$ cat src/hw/rtl/rank_enumeration_sorter_core_macros.svh
`ifndef RANK_ENUMERATION_SORTER_CORE_MACROS_SVH
`define RANK_ENUMERATION_SORTER_CORE_MACROS_SVH
`ifndef SYNTHESIS
`define RES_ASSERT_IMP(lbl, ante, cons) \
  lbl: assert property (@(posedge clk) disable iff (rst) (ante) |-> (cons)) \
    else $error("same-cycle check failed");
`define RES_ASSERT_NEXT(lbl, ante, cons) \
  lbl: assert property (@(posedge clk) disable iff (rst) (ante) |=> (cons)) \
    else $error("next-cycle check failed");
`else
`define RES_ASSERT_IMP(lbl, ante, cons)
`define RES_ASSERT_NEXT(lbl, ante, cons)
`endif
`endif

$ cat src/hw/rtl/res_pkg.sv
package res_pkg;

  localparam int KEY_PORT_W = 32;

  typedef struct packed {
    logic busy;
    logic done;
  } res_rank_stat_t;

endpackage

$ cat src/hw/rtl/res_ram.sv
module res_ram #(
  parameter int WIDTH = 32,
  parameter int DEPTH = 16
) (
  input  logic                     clk,
  input  logic                     we,
  input  logic [$clog2(DEPTH)-1:0] waddr,
  input  logic [WIDTH-1:0]         wdata,
  input  logic [$clog2(DEPTH)-1:0] raddr,
  output logic [WIDTH-1:0]         rdata
);

  logic [WIDTH-1:0] mem [DEPTH];

  always_ff @(posedge clk) begin
    if (we) begin
      mem[waddr] <= wdata;
    end
    rdata <= mem[raddr];
  end

endmodule

$ cat src/hw/rtl/res_rank.sv
module res_rank #(
  parameter int MAX_ITEMS = 16,
  parameter int KEY_BITS  = 32,
  localparam int IW = $clog2(MAX_ITEMS),
  localparam int CW = $clog2(MAX_ITEMS + 1)
) (
  input  logic                    clk,
  input  logic                    rst,
  input  logic                    start,
  input  logic [CW-1:0]           count,
  output logic [IW-1:0]           key_raddr,
  input  logic [KEY_BITS-1:0]     key_rdata,
  output logic                    srt_we,
  output logic [IW-1:0]           srt_waddr,
  output logic [KEY_BITS-1:0]     srt_wdata,
  output res_pkg::res_rank_stat_t stat
);

  typedef enum logic [4:0] {
    RK_IDLE  = 5'b00001,
    RK_RD_I  = 5'b00010,
    RK_LAT_I = 5'b00100,
    RK_SCAN  = 5'b01000,
    RK_WR    = 5'b10000
  } rank_state_t;

  rank_state_t       state;
  logic [IW-1:0]     i;
  logic [IW-1:0]     j;
  logic [IW-1:0]     rank;
  logic [KEY_BITS-1:0] cur_key;
  logic              ahead;
  logic              last_j;
  logic              last_i;

  assign ahead  = (key_rdata < cur_key) || ((key_rdata == cur_key) && (j < i));
  assign last_j = (CW'(j) + CW'(1)) == count;
  assign last_i = (CW'(i) + CW'(1)) == count;

  always_comb begin
    case (state)
      RK_RD_I:  key_raddr = i;
      RK_LAT_I: key_raddr = '0;
      RK_SCAN:  key_raddr = IW'(j + IW'(1));
      default:  key_raddr = i;
    endcase
  end

  assign srt_we    = (state == RK_WR);
  assign srt_waddr = rank;
  assign srt_wdata = cur_key;

  assign stat.busy = (state != RK_IDLE);
  assign stat.done = (state == RK_WR) && last_i;

  always_ff @(posedge clk) begin
    if (rst) begin
      state <= RK_IDLE;
      i     <= '0;
      j     <= '0;
      rank  <= '0;
    end else begin
      case (state)
        RK_IDLE: begin
          if (start) begin
            i     <= '0;
            state <= RK_RD_I;
          end
        end
        RK_RD_I: begin
          state <= RK_LAT_I;
        end
        RK_LAT_I: begin
          j     <= '0;
          rank  <= '0;
          state <= RK_SCAN;
        end
        RK_SCAN: begin
          rank <= rank + IW'(ahead);
          if (last_j) begin
            state <= RK_WR;
          end else begin
            j <= j + IW'(1);
          end
        end
        RK_WR: begin
          if (last_i) begin
            state <= RK_IDLE;
          end else begin
            i     <= i + IW'(1);
            state <= RK_RD_I;
          end
        end
        default: begin
          state <= RK_IDLE;
        end
      endcase
    end
  end

  always_ff @(posedge clk) begin
    if (state == RK_LAT_I) begin
      cur_key <= key_rdata;
    end
  end

endmodule

$ cat src/hw/rtl/rank_enumeration_sorter_core.sv
// Rank enumeration sorter: stable ascending sort of one batch of keys.
// Load channel (load_valid/load_stall): one key beat per cycle while loading;
// last marks the final key of the batch. Up to MAX_ITEMS keys are kept; keys
// beyond that are ignored and every result of that batch carries dropped.
// Sorted channel (sorted_valid/sorted_stall): after the last beat the block
// emits the kept keys in ascending order, equal keys in arrival order, with
// last_out on the final one.
// For a batch of n kept keys, ranking does for each key one read of the key
// memory, then a scan of all n keys through its single read port, then one
// write of the key into the sorted memory at its rank. Draining reads each
// result from the sorted memory, then loads it into the output register.
// load_stall stays high from the last beat until the final result has been
// loaded into the output register; the next batch may load while that result
// waits. A stall on the sorted channel holds the output register and pauses
// the drain. Reset empties the batch and the output register; no memory
// clearing pass is needed.
`include "rank_enumeration_sorter_core_macros.svh"

module rank_enumeration_sorter_core #(
  parameter int MAX_ITEMS = 16,
  parameter int KEY_BITS  = 32
) (
  input  logic                            clk,
  input  logic                            rst,
  input  logic                            load_valid,
  output logic                            load_stall,
  input  logic [res_pkg::KEY_PORT_W-1:0]  key,
  input  logic                            last,
  output logic                            sorted_valid,
  input  logic                            sorted_stall,
  output logic [res_pkg::KEY_PORT_W-1:0]  sorted_key,
  output logic                            last_out,
  output logic                            dropped
);

  localparam int IW = $clog2(MAX_ITEMS);
  localparam int CW = $clog2(MAX_ITEMS + 1);
  localparam int PW = res_pkg::KEY_PORT_W;

  typedef enum logic [3:0] {
    ST_LOAD  = 4'b0001,
    ST_RANK  = 4'b0010,
    ST_DR_RD = 4'b0100,
    ST_DR_LD = 4'b1000
  } top_state_t;

  top_state_t              state;
  logic [CW-1:0]           item_count;
  logic                    overflow_flag;
  logic [IW-1:0]           k;
  logic                    load_acc;
  logic                    full;
  logic                    last_k;
  logic [KEY_BITS-1:0]     key_st;
  logic [PW-1:0]           drain_key;
  logic [IW-1:0]           key_raddr;
  logic [KEY_BITS-1:0]     key_rdata;
  logic                    srt_we;
  logic [IW-1:0]           srt_waddr;
  logic [KEY_BITS-1:0]     srt_wdata;
  logic [KEY_BITS-1:0]     srt_rdata;
  res_pkg::res_rank_stat_t rank_stat;

  generate
    if (KEY_BITS <= PW) begin : g_key_narrow
      assign key_st    = key[KEY_BITS-1:0];
      assign drain_key = PW'(srt_rdata);
    end else begin : g_key_wide
      assign key_st    = KEY_BITS'(key);
      assign drain_key = srt_rdata[PW-1:0];
    end
  endgenerate

  assign load_stall = (state != ST_LOAD);
  assign load_acc   = load_valid && !load_stall;
  assign full       = (item_count == CW'(MAX_ITEMS));
  assign last_k     = (CW'(k) + CW'(1)) == item_count;

  res_ram #(.WIDTH(KEY_BITS), .DEPTH(MAX_ITEMS)) u_key_ram (
    .clk   (clk),
    .we    (load_acc && !full),
    .waddr (item_count[IW-1:0]),
    .wdata (key_st),
    .raddr (key_raddr),
    .rdata (key_rdata)
  );

  res_rank #(.MAX_ITEMS(MAX_ITEMS), .KEY_BITS(KEY_BITS)) u_rank (
    .clk       (clk),
    .rst       (rst),
    .start     (load_acc && last),
    .count     (item_count),
    .key_raddr (key_raddr),
    .key_rdata (key_rdata),
    .srt_we    (srt_we),
    .srt_waddr (srt_waddr),
    .srt_wdata (srt_wdata),
    .stat      (rank_stat)
  );

  res_ram #(.WIDTH(KEY_BITS), .DEPTH(MAX_ITEMS)) u_sorted_ram (
    .clk   (clk),
    .we    (srt_we),
    .waddr (srt_waddr),
    .wdata (srt_wdata),
    .raddr (k),
    .rdata (srt_rdata)
  );

  always_ff @(posedge clk) begin
    if (rst) begin
      state         <= ST_LOAD;
      item_count    <= '0;
      overflow_flag <= 1'b0;
      k             <= '0;
    end else begin
      case (state)
        ST_LOAD: begin
          if (load_acc) begin
            if (full) begin
              overflow_flag <= 1'b1;
            end else begin
              item_count <= item_count + CW'(1);
            end
            if (last) begin
              state <= ST_RANK;
            end
          end
        end
        ST_RANK: begin
          if (rank_stat.done) begin
            k     <= '0;
            state <= ST_DR_RD;
          end
        end
        ST_DR_RD: begin
          if (!sorted_valid || !sorted_stall) begin
            state <= ST_DR_LD;
          end
        end
        ST_DR_LD: begin
          if (last_k) begin
            item_count    <= '0;
            overflow_flag <= 1'b0;
            state         <= ST_LOAD;
          end else begin
            k     <= k + IW'(1);
            state <= ST_DR_RD;
          end
        end
        default: begin
          state <= ST_LOAD;
        end
      endcase
    end
  end

  always_ff @(posedge clk) begin
    if (rst) begin
      sorted_valid <= 1'b0;
    end else if (state == ST_DR_LD) begin
      sorted_valid <= 1'b1;
    end else if (sorted_valid && !sorted_stall) begin
      sorted_valid <= 1'b0;
    end
  end

  always_ff @(posedge clk) begin
    if (state == ST_DR_LD) begin
      sorted_key <= drain_key;
      last_out   <= last_k;
      dropped    <= overflow_flag;
    end
  end

  `RES_ASSERT_IMP(a_count_cap, 1'b1, item_count <= CW'(MAX_ITEMS))
  `RES_ASSERT_IMP(a_no_load_while_rank, rank_stat.busy, load_stall)
  `RES_ASSERT_NEXT(a_last_starts_rank, load_acc && last, rank_stat.busy)
  `RES_ASSERT_IMP(a_load_into_free, state == ST_DR_LD, !sorted_valid)

endmodule

$ cat config.mk
export PLATFORM = sky130hd
export DESIGN_NAME = rank_enumeration_sorter_core
export DESIGN_NICKNAME = d
export VERILOG_FILES = /design/src/hw/rtl/res_pkg.sv /design/src/hw/rtl/res_ram.sv /design/src/hw/rtl/res_rank.sv /design/src/hw/rtl/rank_enumeration_sorter_core.sv
export VERILOG_INCLUDE_DIRS = /design/src /design/src/hw/rtl
export SDC_FILE = /design/constraint.sdc
export NUM_CORES = 1
export LEC_CHECK = 0
export BUFFER_PORTS_ARGS = -buffer_cell sky130_fd_sc_hd__buf_4
export CAP_MARGIN = 10
export CORE_UTILIZATION = 70
export CTS_BUF_LIST = sky130_fd_sc_hd__clkbuf_4
export DETAILED_ROUTE_END_ITERATION = 16
export PLACE_DENSITY = 0.87
export SYNTH_ARGS = -nofsm -noshare
export SYNTH_HDL_FRONTEND = slang
export SYNTH_SLANG_ARGS = --single-unit
$ cat constraint.sdc
create_clock -name clk -period 8.77 [get_ports clk]
set_clock_uncertainty 0.1 [all_clocks]
set_input_delay 1.3155 -clock clk [delete_from_list [all_inputs] [get_ports clk]]
set_output_delay 1.3155 -clock clk [all_outputs]
set_load 0.005 [all_outputs]
==> metrics.log, run 1 <==
INFO  metric outcome = complete, no violations
INFO  metric finalSetupTns = 0 ns
INFO  metric ctsLongestPathBuffers = 4
INFO  metric highest_layer = met5
INFO  metric initial_utilization = 70.64%
INFO  metric cts_htree_levels = 5
INFO  metric internal_power = a little under 9 mW
INFO  metric number_of_standard_cell_rows_in_the_floorplan = 93
INFO  metric synth.distinct_cells = 61
INFO  metric mappedNetlistNets = 2627
INFO  metric wl_met2 = 56.12 mm
INFO  metric min-delay-path-class = flop to flop
INFO  metric total_switching_power = 2.314 mW
INFO  metric final_max_slew_viol_count = 0
INFO  metric cp.buffers_inverters = 3
INFO  metric static-leakage-power = 17.03 nW
INFO  metric layout_worst_path_cycle_share = between 50 and 60%
INFO  metric p_sw_share = 21.09%
INFO  metric crit_path_end_kind = flop
INFO  metric path_common_cell = sky130_fd_sc_hd__buf_4
INFO  metric setup.worst_path.class = flop to flop
INFO  metric fillers = approximately 3100
INFO  metric clock_tree_from_tritoncts = done
INFO  metric layout.cells.non_filler = 3876
INFO  metric fin_crit = between 4 and 5 ns
INFO  metric synth_area = 45460 um^2
INFO  metric design.die.area = ~66000 um^2
INFO  metric synth-seq-area-share = 76.23%
INFO  metric die-width = 256.8 um
INFO  metric viasPerCell = 6.869
INFO  metric crit_fanout = 65
INFO  metric global_route_total_usage_across_every_layer = 33.71%
INFO  metric gr-total-overflow = 0
INFO  metric routed_wire_length_per_instance = 28.49 um
INFO  metric routed-wl-met3 = about 12 mm
INFO  metric synth-main-ff-cell = sky130_fd_sc_hd__edfxtp_1
INFO  metric place.gp.congestion = 0.8620
INFO  metric finish.net_count = 2891
INFO  metric synth_top_cell_area_share = between 70% and 80%
INFO  metric family_with_the_most_delay_on_the_worst_path = buffers and inverters
INFO  metric drc = 0
INFO  metric synthMostInstantiatedCell = sky130_fd_sc_hd__edfxtp_1
INFO  metric grt_pass1_wl = 162.1 mm
INFO  metric drt_iter0_markers = 3442
INFO  metric antenna_found_initial = 3
INFO  metric grt_pass1_vias = 27596
INFO  metric cts.sink_count = 1186
INFO  metric finalHoldWorstSlack = 0.2808 ns
INFO  metric p_seq_share = 56.8%
INFO  metric clk_pin_slew_worst_paths = ~0.07 ns
INFO  metric grt_setup_unrepaired = false
INFO  metric synth_top_area_cell = sky130_fd_sc_hd__edfxtp_1
INFO  metric slowest_library_cell_on_the_worst_path = sky130_fd_sc_hd__and2_4
INFO  metric timing.critical_path.arrival = 5.38 ns
INFO  metric num_io_pins = 73
INFO  metric timing.slew.headroom = 21.82%
INFO  metric synth-seq-cells = 1186
INFO  metric number_of_hold_slack_violations_in_the_final_timing_report = 0
INFO  metric root_buffer = sky130_fd_sc_hd__clkbuf_4
INFO  metric worst_ep_required_time = 9.60 ns
INFO  metric fp.coreArea = 64350 um^2
INFO  metric detailedRoute.firstPassIterationCount = 7
INFO  metric cp_cell_sequence = ha_1, nand4_1, buf_4, buf_4, and2_4, buf_4, a311oi_1, or4_1
INFO  metric power.combinational.fraction = 2.0%
INFO  metric dp.final_hpwl = 56.62 mm
INFO  metric hold_depth = 0
INFO  metric worst_pin_slew = about 1.2 ns
INFO  metric syn2layout_area_growth = 11.54%
INFO  metric wl_met1 = 37.38 mm
INFO  metric netlist_instances = between 2000 and 3000
INFO  metric synth_async_sr_flop_share = 0%
INFO  metric detail_route.wirelength = 110.4 mm
INFO  metric largest_cells_by_area_after_synthesis = sky130_fd_sc_hd__edfxtp_1, sky130_fd_sc_hd__mux4_2, sky130_fd_sc_hd__dfxtp_1
INFO  metric source_to_sink_clock_delay_at_the_later_pin_of_the_worst_skew_pair = about 1.1 ns
INFO  metric synth_enable_flop_cells = around 1100
INFO  metric path_depth = 8
INFO  metric max_stage_delay = roughly 0.79 ns
INFO  metric ir_worst_vdd = between 0.00015 and 0.0002 V
INFO  metric inserted_clock_buffers = 300
INFO  metric yosysWarningCount = 0
INFO  metric post_route_cells_drive_above_1_share = 26.33%
INFO  metric dp_cells = 3363
INFO  metric synthesis.area_per_instance = 17.85 um^2
INFO  metric finish.utilization = 78.79%
INFO  metric clock_network_fraction_of_total_power = 41.2%
INFO  metric maxCapViolCount = 0
INFO  metric num_vias = 26626
INFO  metric timing.fmax = about 220 MHz
INFO  metric die_height = about 260 um
INFO  metric rr_worst_depth = 8
INFO  metric buffer_ports.inserted = slightly above 70
INFO  metric cellPowerDensity = ~220 nW/um^2
INFO  metric synth.cells.most_frequent = sky130_fd_sc_hd__edfxtp_1, sky130_fd_sc_hd__nand2_1, sky130_fd_sc_hd__a211oi_1, sky130_fd_sc_hd__mux4_2, sky130_fd_sc_hd__and3_1
INFO  metric ant_nets = 0
INFO  metric hold_buffer_count_at_cts = 0
INFO  metric setup-violations-final = 0
INFO  metric largest_net_degree_at_the_start_of_global_routing = 141
INFO  metric cts.repair_timing.setup_buffer_count = 0
INFO  metric ctsResizeCount = 0
INFO  metric timing.critical_path.from_type = flop
cells by family after synthesis:
| group | synth area share (%) |
|---|---|
| DFF | 76.23 |
| and+or+nand+nor | 6.025 |
| AOI/OAI and AO/OA | 6.242 |
| buffers and inverters | 1.850 |
| muxes | 7.971 |
| adders and majority gates | 1.211 |
| xor gates and xnor gates | 0.4707 |
worst register-to-register path, cell delays in order, from the launching register on:
cell and delay, ns:
sky130_fd_sc_hd__dfxtp_1 0.43, sky130_fd_sc_hd__ha_1 0.30, sky130_fd_sc_hd__nand4_1 0.10, sky130_fd_sc_hd__buf_4 0.60
sky130_fd_sc_hd__buf_4 0.53, sky130_fd_sc_hd__and2_4 0.80, sky130_fd_sc_hd__buf_4 0.78, sky130_fd_sc_hd__a311oi_1 0.23
sky130_fd_sc_hd__or4_1 0.55
through the flow:
stage               setup slack, ns  total power, mW  area (um^2)
floorplan                     3.212            6.459        45460
global placement              4.508            6.546        47040
detailed placement            4.372            6.571        47040
CTS                           4.354            11.00        50690
global route                  4.107            11.33        50700
finish                        4.222            10.97        50700
path summary, 6_finish.rpt:
kind	end	slack (ns)	start
max	u_key_ram.rdata[30]	4.22	u_rank.j[0]
min	sorted_key[0]	0.28	u_sorted_ram.rdata[0]
max reg2reg	u_key_ram.rdata[30]	4.22	u_rank.j[0]
min reg2reg	sorted_key[0]	0.28	u_sorted_ram.rdata[0]
placed cells by master (no fill, tap or decap), types with 13 or more instances in the layout:
cell type,n
sky130_fd_sc_hd__a211oi_1,163
sky130_fd_sc_hd__ha_1,44
sky130_fd_sc_hd__a21oi_1,52
sky130_fd_sc_hd__buf_4,121
sky130_fd_sc_hd__nand2_1,246
sky130_fd_sc_hd__clkinv_1,47
sky130_fd_sc_hd__mux4_2,160
sky130_fd_sc_hd__o21ai_0,14
sky130_fd_sc_hd__clkbuf_4,450
sky130_fd_sc_hd__nand3_1,15
sky130_fd_sc_hd__nor2_4,16
sky130_fd_sc_hd__inv_1,49
sky130_fd_sc_hd__a311oi_1,96
sky130_fd_sc_hd__xnor2_1,13
sky130_fd_sc_hd__edfxtp_1,1090
sky130_fd_sc_hd__nor2_1,26
sky130_fd_sc_hd__and3_1,136
sky130_fd_sc_hd__dfxtp_1,92
sky130_fd_sc_hd__or4_1,33
power groups by stage:
stage	clock [mW]	combinational, mW	sequential, mW
after floorplan	0	0.124	6.33
final	4.51	0.224	6.23
after CTS	4.55	0.219	6.23
after detailed placement	0	0.218	6.35
after global routing	4.86	0.243	6.23
after global placement	0	0.199	6.35
metal layers:
metal	track usage, %	vias up
met2	55.41	2052
li1	-	11022
met3	7.444	439
met5	0	-
met4	18.50	2
met1	42.20	13111
cell type report:
type,instances,area [um^2],area share (%)
Sequential cell,1186,34660,68.37
Multi-Input combinational cell,1151,10210,20.13
Clock buffer,450,3378,6.663
Tap cell,855,1070,2.110
Timing Repair Buffer,121,908.4,1.792
Clock inverter,58,275.3,0.5429
Inverter,50,187.7,0.3702
Antenna cell,5,12.51,0.02468
flip-flops by register name, summed over array words and instances, names as in the netlist, 4 cells and up:
register	cells
sorted_key	32
u_sorted_ram.mem	512
u_rank.srt_waddr	4
u_rank.state	5
u_sorted_ram.rdata	32
u_key_ram.rdata	32
u_rank.srt_wdata	32
u_rank.j	4
item_count	5
u_key_ram.mem	512
u_rank.i	4
k	4
state	4
Power figures use the tool's default switching activity.
==> run 2, diff against run 1 <==
--- a/config.mk
+++ b/config.mk
@@ -8,10 +8,10 @@
 export LEC_CHECK = 0
 export BUFFER_PORTS_ARGS = -buffer_cell sky130_fd_sc_hd__buf_4
 export CAP_MARGIN = 10
-export CORE_UTILIZATION = 70
+export CORE_UTILIZATION = 65
 export CTS_BUF_LIST = sky130_fd_sc_hd__clkbuf_4
 export DETAILED_ROUTE_END_ITERATION = 16
-export PLACE_DENSITY = 0.87
+export PLACE_DENSITY = 0.82
 export SYNTH_ARGS = -nofsm -noshare
 export SYNTH_HDL_FRONTEND = slang
 export SYNTH_SLANG_ARGS = --single-unit
==> constraint.sdc (replaced) <==
create_clock -name clk -period 4.6 [get_ports clk]
set_clock_uncertainty 0.1 [all_clocks]
set_input_delay 0.69 -clock clk [delete_from_list [all_inputs] [get_ports clk]]
set_output_delay 0.69 -clock clk [all_outputs]
set_load 0.005 [all_outputs]
==> run 2 against run 1 <==
  * Wire length shrank 3.9%
  * Worst setup slack worse by 3.4 ns
  * Fmax increased by 22%
  * Utilization decreased by 4.1 points
  * Global-route usage decreased by 3.2 points
  * Combinational power rose by 100%
  * Critical path depth unchanged
  * Register-to-register slack worse by 3.4 ns
  * Critical path type unchanged
==> metrics.log, run 2 (same netlist as run 1, synthesis figures left out) <==
INFO  metric outcome = complete, no violations
INFO  metric met3_usage = 5.960%
INFO  metric detail_route.wirelength = 106.1 mm
INFO  metric largest_net_degree_at_the_start_of_global_routing = 108
INFO  metric die-width = 266.5 um
INFO  metric ctsLongestPathBuffers = 4
INFO  metric num_io_pins = 73
INFO  metric grt.met1_usage = 39.25%
INFO  metric layout_top_registers = u_key_ram.mem (512), u_sorted_ram.mem (512)
INFO  metric detailedRoute.firstPassIterationCount = 5
INFO  metric clk_pin_slew_worst_paths = 0.07 ns
INFO  metric crit_fanout = 96
INFO  metric gr-total-overflow = 0
INFO  metric syn2layout_area_growth = 13.30%
INFO  metric final_max_slew_viol_count = 0
INFO  metric crit_path_end_kind = flop
INFO  metric finish.utilization = 74.70%
INFO  metric ant_nets = 0
INFO  metric grt_use_met2 = between 50% and 60%
INFO  metric viasPerCell = 6.506
INFO  metric p_seq_share = 56.1%
INFO  metric fp.coreArea = 68950 um^2
INFO  metric grt_pass1_vias = 26862
INFO  metric final_common_cell = sky130_fd_sc_hd__edfxtp_1
INFO  metric grt_most_used_layer = met2
INFO  metric ir_worst_vdd = 0.0004203 V
INFO  metric finish.net_count = between 2000 and 3000
INFO  metric die_height = 266.5 um
INFO  metric setup-violations-final = 0
INFO  metric clock_tree_from_tritoncts = done
INFO  metric cts_htree_levels = 5
INFO  metric placed_cell_area = 47330 um^2
INFO  metric timing.fmax = 267.2 MHz
INFO  metric inserted_clock_buffers = 298
INFO  metric source_to_sink_clock_delay_at_the_later_pin_of_the_worst_skew_pair = 1.14 ns
INFO  metric hold_buffer_count_at_cts = 38
INFO  metric p_sw_share = 20.71%
INFO  metric cellPowerDensity = 411.3 nW/um^2
INFO  metric cts.repair_timing.setup_buffer_count = 0
INFO  metric maxCapViolCount = 0
INFO  metric timing.critical_path.arrival = 4.66 ns
INFO  metric antenna_found_initial = 3
INFO  metric layout.cells.non_filler = ~4000
INFO  metric cts.sink_count = 1186
INFO  metric layout_worst_path_cycle_share = 81.36%
INFO  metric commonest_non_fill_non_tap_cells_in_the_layout = sky130_fd_sc_hd__edfxtp_1, sky130_fd_sc_hd__clkbuf_4, sky130_fd_sc_hd__nand2_1, sky130_fd_sc_hd__a211oi_1, sky130_fd_sc_hd__mux4_2
INFO  metric fin_crit = between 3 and 4 ns
INFO  metric grt_pass1_wl = 158.3 mm
INFO  metric root_buffer = sky130_fd_sc_hd__clkbuf_4
INFO  metric post_route_cells_drive_above_1_share = a little over a quarter
INFO  metric ctsResizeCount = 0
INFO  metric report.power.total = 21.18 mW
INFO  metric initial_utilization = 65.93%
INFO  metric buffer_ports.inserted = 72
INFO  metric finalInstanceArea = 51500 um^2
INFO  metric setup.worst_path.class = flop to flop
INFO  metric num_vias = between 20000 and 30000
INFO  metric number_of_standard_cell_rows_in_the_floorplan = 96
INFO  metric clock_network_fraction_of_total_power = 41.8%
INFO  metric power.combinational.fraction = 2.1%
INFO  metric internal_power = 16.80 mW
INFO  metric dp.final_hpwl = 55.22 mm
INFO  metric place.gp.congestion = 0.8625
INFO  metric fillers = 3838
INFO  metric timing.critical_path.from_type = flop
INFO  metric grt_setup_unrepaired = false
INFO  metric drt_iter0_markers = between 2000 and 3000
INFO  metric drc = 0
INFO  metric static-leakage-power = 17.37 nW
INFO  metric dp_cells = 3457
INFO  metric timing.slew.headroom = 29.16%
INFO  metric routed_wire_length_per_instance = around 26 um
INFO  metric min-delay-path-class = flop to flop
INFO  metric worst_pin_slew = 1.063 ns
INFO  metric number_of_hold_slack_violations_in_the_final_timing_report = 0
INFO  metric worst_ep_required_time = 5.52 ns
INFO  metric global_route_total_usage_across_every_layer = 30.49%
INFO  metric design.die.area = 71000 um^2
INFO  metric total_switching_power = around 4.4 mW
## run 2: cell types whose count changed in the layout (fill, tap and decap cells not counted), sizes merged
cell / delta
diode: -2
clkinv: -6
dlygate4sd3: +38
inv: -2
clkbuf: +6
bufinv: +4
buf: +18
## run 2: final cells by class
type                       instances  area [um^2]  share of cell area, %
clock inverter                    54        364.1                 0.7069
clock buffer                     456         3423                  6.647
timing repair buffer             177         1486                  2.886
sequential                      1186        34660                  67.30
tap                              931         1165                  2.262
antenna                            3        7.507                0.01458
inverter                          50        187.7                 0.3644
multi-input combinational       1151        10210                  19.82
## run 2: per-stage QoR
step	hold WS, ns	setup TNS, ns	setup slack, ns
6_report	0.2896	0	0.8573
3_3_place_gp	0.2884	0	1.183
3_5_place_dp	0.2896	0	1.005
5_1_grt	0.2612	0	0.7538
2_1_floorplan	0.2855	-55.08	-0.4303
4_1_cts	0.2211	0	0.9934
## run 2: path summary, 6_finish.rpt
| check | startpoint | to | slack (ns) | depth (start not counted) |
|---|---|---|---|---|
| min reg2reg | u_sorted_ram.rdata[3] | sorted_key[3] | 0.29 | 0 |
| max reg2reg | u_rank.j[0] | u_key_ram.rdata[18] | 0.86 | 8 |
| max | u_rank.j[0] | u_key_ram.rdata[18] | 0.86 | 8 |
| min | u_sorted_ram.rdata[3] | sorted_key[3] | 0.29 | 0 |
## run 2: metal layers
metal  vias to the layer above  wire length, um
met5                         -               12
met4                         2             4134
met3                       332            10090
met2                      1683            53710
met1                     12957            38130
li1                      11104                -
## run 2: critical path, cell delays in order (launching register included)
cell,delay (ns)
sky130_fd_sc_hd__dfxtp_1,0.47
sky130_fd_sc_hd__ha_1,0.31
sky130_fd_sc_hd__nand4_1,0.24
sky130_fd_sc_hd__buf_4,0.81
sky130_fd_sc_hd__and2_4,0.61
sky130_fd_sc_hd__buf_12,0.34
sky130_fd_sc_hd__nand2_1,0.10
sky130_fd_sc_hd__a311oi_1,0.41
sky130_fd_sc_hd__or4_1,0.18
## run 2: power by group through the flow
| stage | sequential, mW | combinational (mW) | clock, mW |
|---|---|---|---|
| 5_1_grt | 11.9 | 0.487 | 9.48 |
| 6_report | 11.9 | 0.448 | 8.85 |
| 4_1_cts | 11.9 | 0.439 | 8.93 |
| 3_5_place_dp | 12.1 | 0.408 | 0 |
| 3_3_place_gp | 12.1 | 0.385 | 0 |
| 2_1_floorplan | 12.1 | 0.236 | 0 |
